### src/design/rlt_pkg.sv
// shared types, codes and constants for the refcounted length table
// no dependencies; imported by every module of the block
`default_nettype none

package rlt_pkg;

   localparam int DEF_BUCKET_COUNT    = 256;
   localparam int DEF_WAYS_PER_BUCKET = 4;
   localparam int STORE_DEPTH         = 1024;

   localparam int KEY_W    = 32;
   localparam int HANDLE_W = 10;
   localparam int LENGTH_W = 64;
   localparam int COUNT_W  = 32;
   localparam int OP_W     = 3;
   localparam int STATUS_W = 3;

   localparam logic [COUNT_W-1:0] COUNT_MAX = '1;

   typedef enum logic [OP_W-1:0] {
      OP_ACQUIRE = 3'd0,
      OP_RELEASE = 3'd1,
      OP_GET     = 3'd2,
      OP_SET     = 3'd3,
      OP_UPDATE  = 3'd4
   } op_type;

   typedef enum logic [STATUS_W-1:0] {
      ST_OK        = 3'd0,
      ST_FULL      = 3'd1,
      ST_NO_HANDLE = 3'd2,
      ST_NO_KEY    = 3'd3,
      ST_SATURATED = 3'd4
   } status_type;

   // one way of a bucket row
   typedef struct packed {
      logic                valid;
      logic [KEY_W-1:0]    key;
      logic [COUNT_W-1:0]  count;
      logic [LENGTH_W-1:0] length;
   } entry_type;

   localparam int ENTRY_W = $bits(entry_type);

   // captured request
   typedef struct packed {
      logic [OP_W-1:0]     op;
      logic [KEY_W-1:0]    key;
      logic [HANDLE_W-1:0] handle;
      logic [LENGTH_W-1:0] length;
   } cmd_type;

   // result of one operation
   typedef struct packed {
      logic [HANDLE_W-1:0] handle;
      logic [LENGTH_W-1:0] length;
      logic [COUNT_W-1:0]  count;
      status_type          status;
   } result_type;

endpackage

`default_nettype wire

### src/design/rlt_update.sv
// compares the ways of one bucket row and builds the written-back row and the result
// uses rlt_pkg types and codes
`default_nettype none

module rlt_update
   import rlt_pkg::*;
#(
   parameter int BUCKET_COUNT    = DEF_BUCKET_COUNT,
   parameter int WAYS_PER_BUCKET = DEF_WAYS_PER_BUCKET,
   parameter int ROW_W           = 8,
   parameter int WAY_W           = 2
) (
   input  wire cmd_type                              cmd,
   input  wire logic [ROW_W-1:0]                     row_addr,
   input  wire entry_type [WAYS_PER_BUCKET-1:0]      rd_row,
   output      logic                                 wr_en,
   output      entry_type [WAYS_PER_BUCKET-1:0]      wr_row,
   output      result_type                           result
);

   localparam int TABLE_SLOTS = BUCKET_COUNT * WAYS_PER_BUCKET;
   localparam int SLOT_RAW    = $clog2(TABLE_SLOTS) + 1;
   localparam int SLOT_W      = (SLOT_RAW > HANDLE_W + 1) ? SLOT_RAW : HANDLE_W + 1;

   logic [SLOT_W-1:0]          base;
   logic [SLOT_W-1:0]          way_full;
   logic [SLOT_W-1:0]          slot;
   logic [WAY_W-1:0]           way_h;
   logic [WAYS_PER_BUCKET-1:0] usable, hit, open;
   logic                       hit_any, open_any, handle_ok;
   logic [WAY_W-1:0]           hit_way, open_way, sel_way;
   entry_type                  cur, nxt;
   op_type                     op;

   // per-way match and free flags
   always_comb begin
      base     = SLOT_W'(row_addr) * SLOT_W'(WAYS_PER_BUCKET);
      way_full = SLOT_W'(cmd.handle) - base;
      way_h    = way_full[WAY_W-1:0];
      hit_any  = 1'b0;
      open_any = 1'b0;
      hit_way  = '0;
      open_way = '0;
      for (int w = 0; w < WAYS_PER_BUCKET; w++) begin
         usable[w] = (base + SLOT_W'(w)) < SLOT_W'(STORE_DEPTH);
         hit[w]    = usable[w] && rd_row[w].valid && (rd_row[w].key == cmd.key);
         open[w]   = usable[w] && !rd_row[w].valid;
      end
      // lowest way wins
      for (int w = WAYS_PER_BUCKET - 1; w >= 0; w--) begin
         if (hit[w]) begin
            hit_any = 1'b1;
            hit_way = WAY_W'(w);
         end
         if (open[w]) begin
            open_any = 1'b1;
            open_way = WAY_W'(w);
         end
      end
      handle_ok = (SLOT_W'(cmd.handle) < SLOT_W'(TABLE_SLOTS)) && rd_row[way_h].valid;
   end

   // operation decode and entry update
   always_comb begin
      op            = op_type'(cmd.op);
      sel_way       = way_h;
      wr_en         = 1'b0;
      result.handle = '0;
      result.length = '0;
      result.count  = '0;
      result.status = ST_OK;
      cur           = rd_row[way_h];
      nxt           = cur;
      slot          = SLOT_W'(cmd.handle);
      case (op)
         OP_ACQUIRE: begin
            if (hit_any) begin
               sel_way = hit_way;
               cur     = rd_row[hit_way];
               nxt     = cur;
               if (cur.count == COUNT_MAX) begin
                  result.status = ST_SATURATED;
               end else begin
                  nxt.count = cur.count + 1'b1;
                  wr_en     = 1'b1;
               end
            end else if (open_any) begin
               sel_way    = open_way;
               nxt.valid  = 1'b1;
               nxt.key    = cmd.key;
               nxt.count  = COUNT_W'(1);
               nxt.length = '0;
               wr_en      = 1'b1;
            end else begin
               result.status = ST_FULL;
            end
            slot = base + SLOT_W'(sel_way);
         end
         OP_RELEASE: begin
            if (!handle_ok) begin
               result.status = ST_NO_HANDLE;
            end else begin
               nxt.count = cur.count - 1'b1;
               nxt.valid = (nxt.count != '0);
               wr_en     = 1'b1;
            end
         end
         OP_GET: begin
            if (!handle_ok) begin
               result.status = ST_NO_HANDLE;
            end
         end
         OP_SET: begin
            if (!handle_ok) begin
               result.status = ST_NO_HANDLE;
            end else begin
               nxt.length = cmd.length;
               wr_en      = 1'b1;
            end
         end
         OP_UPDATE: begin
            if (!hit_any) begin
               result.status = ST_NO_KEY;
            end else begin
               sel_way    = hit_way;
               cur        = rd_row[hit_way];
               nxt        = cur;
               nxt.length = cmd.length;
               wr_en      = 1'b1;
            end
            slot = base + SLOT_W'(sel_way);
         end
         default: begin
            result.status = ST_OK;
         end
      endcase

      // entry fields go out only for successful or saturated lookups
      if ((result.status == ST_OK || result.status == ST_SATURATED) &&
          (op == OP_ACQUIRE || op == OP_RELEASE || op == OP_GET ||
           op == OP_SET || op == OP_UPDATE)) begin
         result.handle = slot[HANDLE_W-1:0];
         result.length = nxt.length;
         result.count  = nxt.valid ? nxt.count : '0;
      end
   end

   // written-back row: only the selected way changes
   always_comb begin
      wr_row = rd_row;
      for (int w = 0; w < WAYS_PER_BUCKET; w++) begin
         if (WAY_W'(w) == sel_way) begin
            wr_row[w] = nxt;
         end
      end
   end

endmodule

`default_nettype wire

### config.mk
export PLATFORM = sky130hd
export DESIGN_NAME = rlt_update
export DESIGN_NICKNAME = d
export VERILOG_FILES = /design/src/design/rlt_pkg.sv /design/src/design/rlt_update.sv
export SDC_FILE = /design/constraint.sdc
export NUM_CORES = 2
export LEC_CHECK = 0
export BUFFER_PORTS_ARGS = -buffer_cell sky130_fd_sc_hd__buf_4
export CORE_AREA = 2 2 484 486
export DETAILED_ROUTE_END_ITERATION = 16
export DIE_AREA = 0 0 486 488
export GPL_TIMING_DRIVEN = 0
export PLACE_DENSITY = 0.32
export SYNTH_ARGS = -nofsm -noshare
export SYNTH_HDL_FRONTEND = slang
export SYNTH_SLANG_ARGS = --single-unit
### constraint.sdc
create_clock -name vclk -period 8.35
set_input_delay 1.67 -clock vclk [all_inputs]
set_output_delay 1.67 -clock vclk [all_outputs]
set_load 0.05 [all_outputs]
---- Yosys cells after proc, flatten, opt, wreduce, memory -nomap -nowiden ----
Cells that the tools add are included.
storage, ports and cells
  input port bits ......................... 633
  register bits after elaboration ......... 0
  word-level logic and storage cells ...... 111
operators by class
  reductions and logical operators ........ 28
  mux-type cells .......................... 56
  equality and inequality tests ........... 13
  $lt $le $gt $ge ......................... 6
  add/sub/neg operators ................... 8
operators with widths
  kind                   count
  $mux 129               9
  $bmux 129 s2           2
  $pmux 64 s3            1
  $eq 32x32->1           4
  $mux 106               1
  $mux 32                3
  $pmux 32 s3            1
  $mux 64                1
  $pmux 32 s2            1
  $lt 11x11->1 const B   3
  $add 32x1->32 const B  1
  $eq 32x32->1 const B   1
  $reduce_bool 32->1     1
  $sub 32x1->32 const B  1
  $mux 2                 15
  $add 10x2->11 const B  2
  $add 10x2->10          2
  $pmux 10 s2            1
  $mux 1                 15
  $logic_and 1x1->1      13
  $add 10x1->11 const B  1
  $lt 10x11->1 const B   1
  $pmux 3 s3             1
  $eq 3x2->1 const B     2
  other kinds (15)       28

---- Logic depth before layout (Yosys ltp) ----
  word-level depth ........................ 18
  depth in mapped cells ................... 20
  gate-level depth less buffers ........... 16

---- Least setup slack after synthesis ----
No wires, ideal clock.
  kind .................................... in2out
  from .................................... input cmd[105] in the netlist's numbering
  to ...................................... output wr_row[219] in the netlist's numbering
  cell stages on the path ................. 17
  arrival ................................. 6.468 ns
  setup slack ............................. 0.212 ns
  cell sequence ........................... clkbuf_1 > xnor2_1 > nand3_1 > or3_1 > or4_1 > buf_2 > buf_4 > a21oi_1 > o22a_1 > ha_1 > nor2b_1 > nand4_4 > nor4_4 > a21oi_1 > o31ai_1 > a21oi_1 > o31ai_1
RTL lines
  item                line              RTL
  start: declaration  rlt_update.sv:13  input wire cmd_type cmd,
  end: declaration    rlt_update.sv:17  output entry_type [WAYS_PER_BUCKET-1:0] wr_row,

==> key figures <==
Yosys
  • Syn avg cell area: 6.26 um2
  • Synth unique cells: 103
  • Mapped Area: 19800 um2
  • Sequential area share after synthesis: 0
  • Post-Synthesis Cells: 3167
  • YS warnings: 0
  • Synth area leader: mux4_2
  • Synth top area cells: mux4_2 22%, nand2_1 18%, o21ai_0 7.8%, nor2_1 5.2%, clkbuf_1 4.3%
  • Syn nets: 3803
  • Top cell type's share of synthesized area: 0.219

Power and ir drop
  • Total chip power: 4.20 mW
  • Worst VDD drop: 0.0438 mV
  • Pleak: 15.5 nW
  • PwrDens: 113 nW/um2

Cells and area
  • Num sequential: 0
  • Layout area overhead: 87.6%
  • Layout cells sized above 1: 0.467
  • Register area: 0 um2
  • Clock buffer count: 0
  • Multi-input logic area: 21300 um2
  • Final nets: 5128
  • Fill cells: 26900

STA
  • Final cycle utilization of the critical path: 1.01
  • Min Tclk post-route: 8.42 ns
  • Max_slew headroom: 0.225
  • Setup TNS: -0.154 ns
  • Final Hold Violating Endpoints: 0
  • Final Max Tran Viols: 0
  • Hold Slack: 3.74 ns
  • Final worst setup slack: -0.0715 ns
  • RSZ-0062 raised after global routing: true
  • Maximum operating frequency: 119 MHz
  • Setup Viol. Count Final: 4
  • Measured slew at the worst slew-check pin: 1.16 ns

Detailed routing
  • Drt pass-1 iters: 6
  • Routed Antenna Nets: 0
  • DRT iter0 DRCs: 3934
  • Total wire length: 326 mm
  • Vias post-DR: 35500
  • DR WL/cell: 43.0 um
  • Via density: 4.69
  • Drt drc: 0

Critical path
  • WP buf/inv: 10
  • Critical Path AT: 6.75 ns
  • CP Launch Type: primary input
  • Worst path required time: 6.68 ns
  • Most used cell, CP: buf_4
  • Worst-path maximum fanout: 10
  • CP cell instances: buf_2 -> xnor2_2 -> nand4_1 -> nor3_4 -> buf_12 -> and3_1 -> buf_4 -> buf_6 -> buf_6 -> nor4_4 -> buf_4 -> clkbuf_4 -> nor2_1 -> clkbuf_4 -> buf_2 -> a221oi_2 -> o21ai_0 -> buf_4
  • Slowest CP cell: o21ai_0
  • CP max stage delay: 0.65 ns
  • Kind of end point of the critical path: primary output
  • Crit-path leading delay family: buffers and inverters
  • Kind of critical path: in2out

Die
  • Ports: 1259
  • Row cnt: 177
  • Core ar.: 232000 um2
  • DIE WIDTH: 486 um
  • Initial Utilization: 0.0856
  • Die ar.: 237000 um2
  • Die Span Y: 488 um

Min path
  • Worst hold stages: 4
  • Hold_sp: rd_row[205]
  • Hold Crit Endpoint: wr_row[205]
  • Hold crit path type: in2out

Global route
  • Pin count of the biggest net entering global routing: 20
  • Tot GR Track Use: 0.261
  • Initial antenna violation count: 107
  • Number of global-route vias before repair: 34100
  • Grt total ovfl: 0
  • First-pass GRT wire length: 403 mm

Outcome
  • Failing checks: setup timing
  • Outcome: finished with violations

Placement
  • Detailed placement HPWL: 285 mm
  • Final weighted congestion in routability-driven placement: 1.02
  • Port bufs: 1224

Job
  • Max Cap Violations: 0
how the worst max path moves through the flow:
stage	from	end	slack [ns]	depth (start not counted)
floorplan	cmd[105]	wr_row[219]	0.21	17
global placement	cmd[79]	wr_row[191]	-5.33	14
detailed placement	cmd[92]	wr_row[191]	-3.15	17
CTS	cmd[100]	result[99]	-0.06	17
global route	cmd[102]	wr_row[461]	-0.06	23
finish	cmd[102]	wr_row[404]	-0.07	18
placed cells by master (no fill, tap or decap), drive strengths merged, types with 42 or more instances in the layout:
master and n:
buf 1404, a21oi 170, a31oi 55, nand2 942, and3 119, nand3 44, xnor2 87, mux4 193
o22ai 42, clkbuf 221, xor2 63, nand4 45, a221oi 72, nor2 277, o21ai 378
where the power goes:
| group | total [mW] | switching [mW] | internal (mW) | leakage [nW] |
|---|---|---|---|---|
| sequential | 0 | 0 | 0 | 0 |
| combinational | 4.20 | 3.08 | 1.13 | 15.5 |
| clock | 0.000000226 | 0 | 0.000000226 | 0.000235 |
routing by layer:
| metal | vias to the layer above | wire [um] | global-route usage |
|---|---|---|---|
| met2 | 2424 | 142000 | 0.403 |
| met4 | 42 | 17400 | 0.111 |
| met1 | 18300 | 134000 | 0.329 |
| li1 | 14300 | - | - |
| met3 | 441 | 32700 | 0.0886 |
| met5 | - | 273 | 0 |
cell type report:
| cell class | instances | area share |
|---|---|---|
| multi-input combinational | 2830 | 0.571 |
| timing repair buffer | 1331 | 0.276 |
| tap | 3043 | 0.102 |
| buffer | 296 | 0.0441 |
| inverter | 33 | 0.00333 |
| antenna | 37 | 0.00249 |
cells in the mapped netlist (15+ instances only):
cell type / instances
and3_1: 119
buf_2: 43
a21oi_1: 165
o22ai_1: 42
nor3_1: 37
xnor2_1: 87
a221oi_1: 68
o21ai_1: 66
inv_1: 33
nor2_1: 274
nand2_1: 941
clkbuf_1: 229
nand4_1: 44
buf_1: 20
mux4_2: 193
nor4_1: 34
o21ai_0: 311
xor2_1: 63
o31ai_1: 15
a31oi_1: 52
nand3_1: 42
or3_1: 18
cells by family (layout without fill, tap and decap cells):
family	count (synthesis)	in the layout	share of synthesized area
adder cells (fa/ha/maj)	3	3	0.00189
multiplexers	217	217	0.232
other	0	37	0
XOR/XNOR	150	150	0.0662
AO/OA/AOI/OAI	855	855	0.269
AND/OR/NAND/NOR	1605	1605	0.360
buffers and inverters	337	1660	0.0706
per-stage QoR:
| stage | cell area (um2) | cells | utilization | setup slack, ns |
|---|---|---|---|---|
| 3_3_place_gp | 32800 | 7434 | 0.142 | -5.33 |
| 4_1_cts | 36200 | 7512 | 0.156 | -0.0596 |
| 5_1_grt | 37200 | 7549 | 0.160 | -0.0612 |
| 6_report | 37200 | 7570 | 0.161 | -0.0715 |
| 3_5_place_dp | 33200 | 7455 | 0.143 | -3.15 |
| 2_1_floorplan | 19800 | 3167 | - | 0.212 |
repair_timing:
action / CTS / global route
hold buffers: 0 / 0
hold endpoints to repair: 0 / 0
setup endpoints to repair: 624 / 397
gates resized for setup: 559 / 164
pin swaps: 44 / 37
buffers inserted: 61 / 25
No activity file was read; power rests on OpenSTA's default activity.
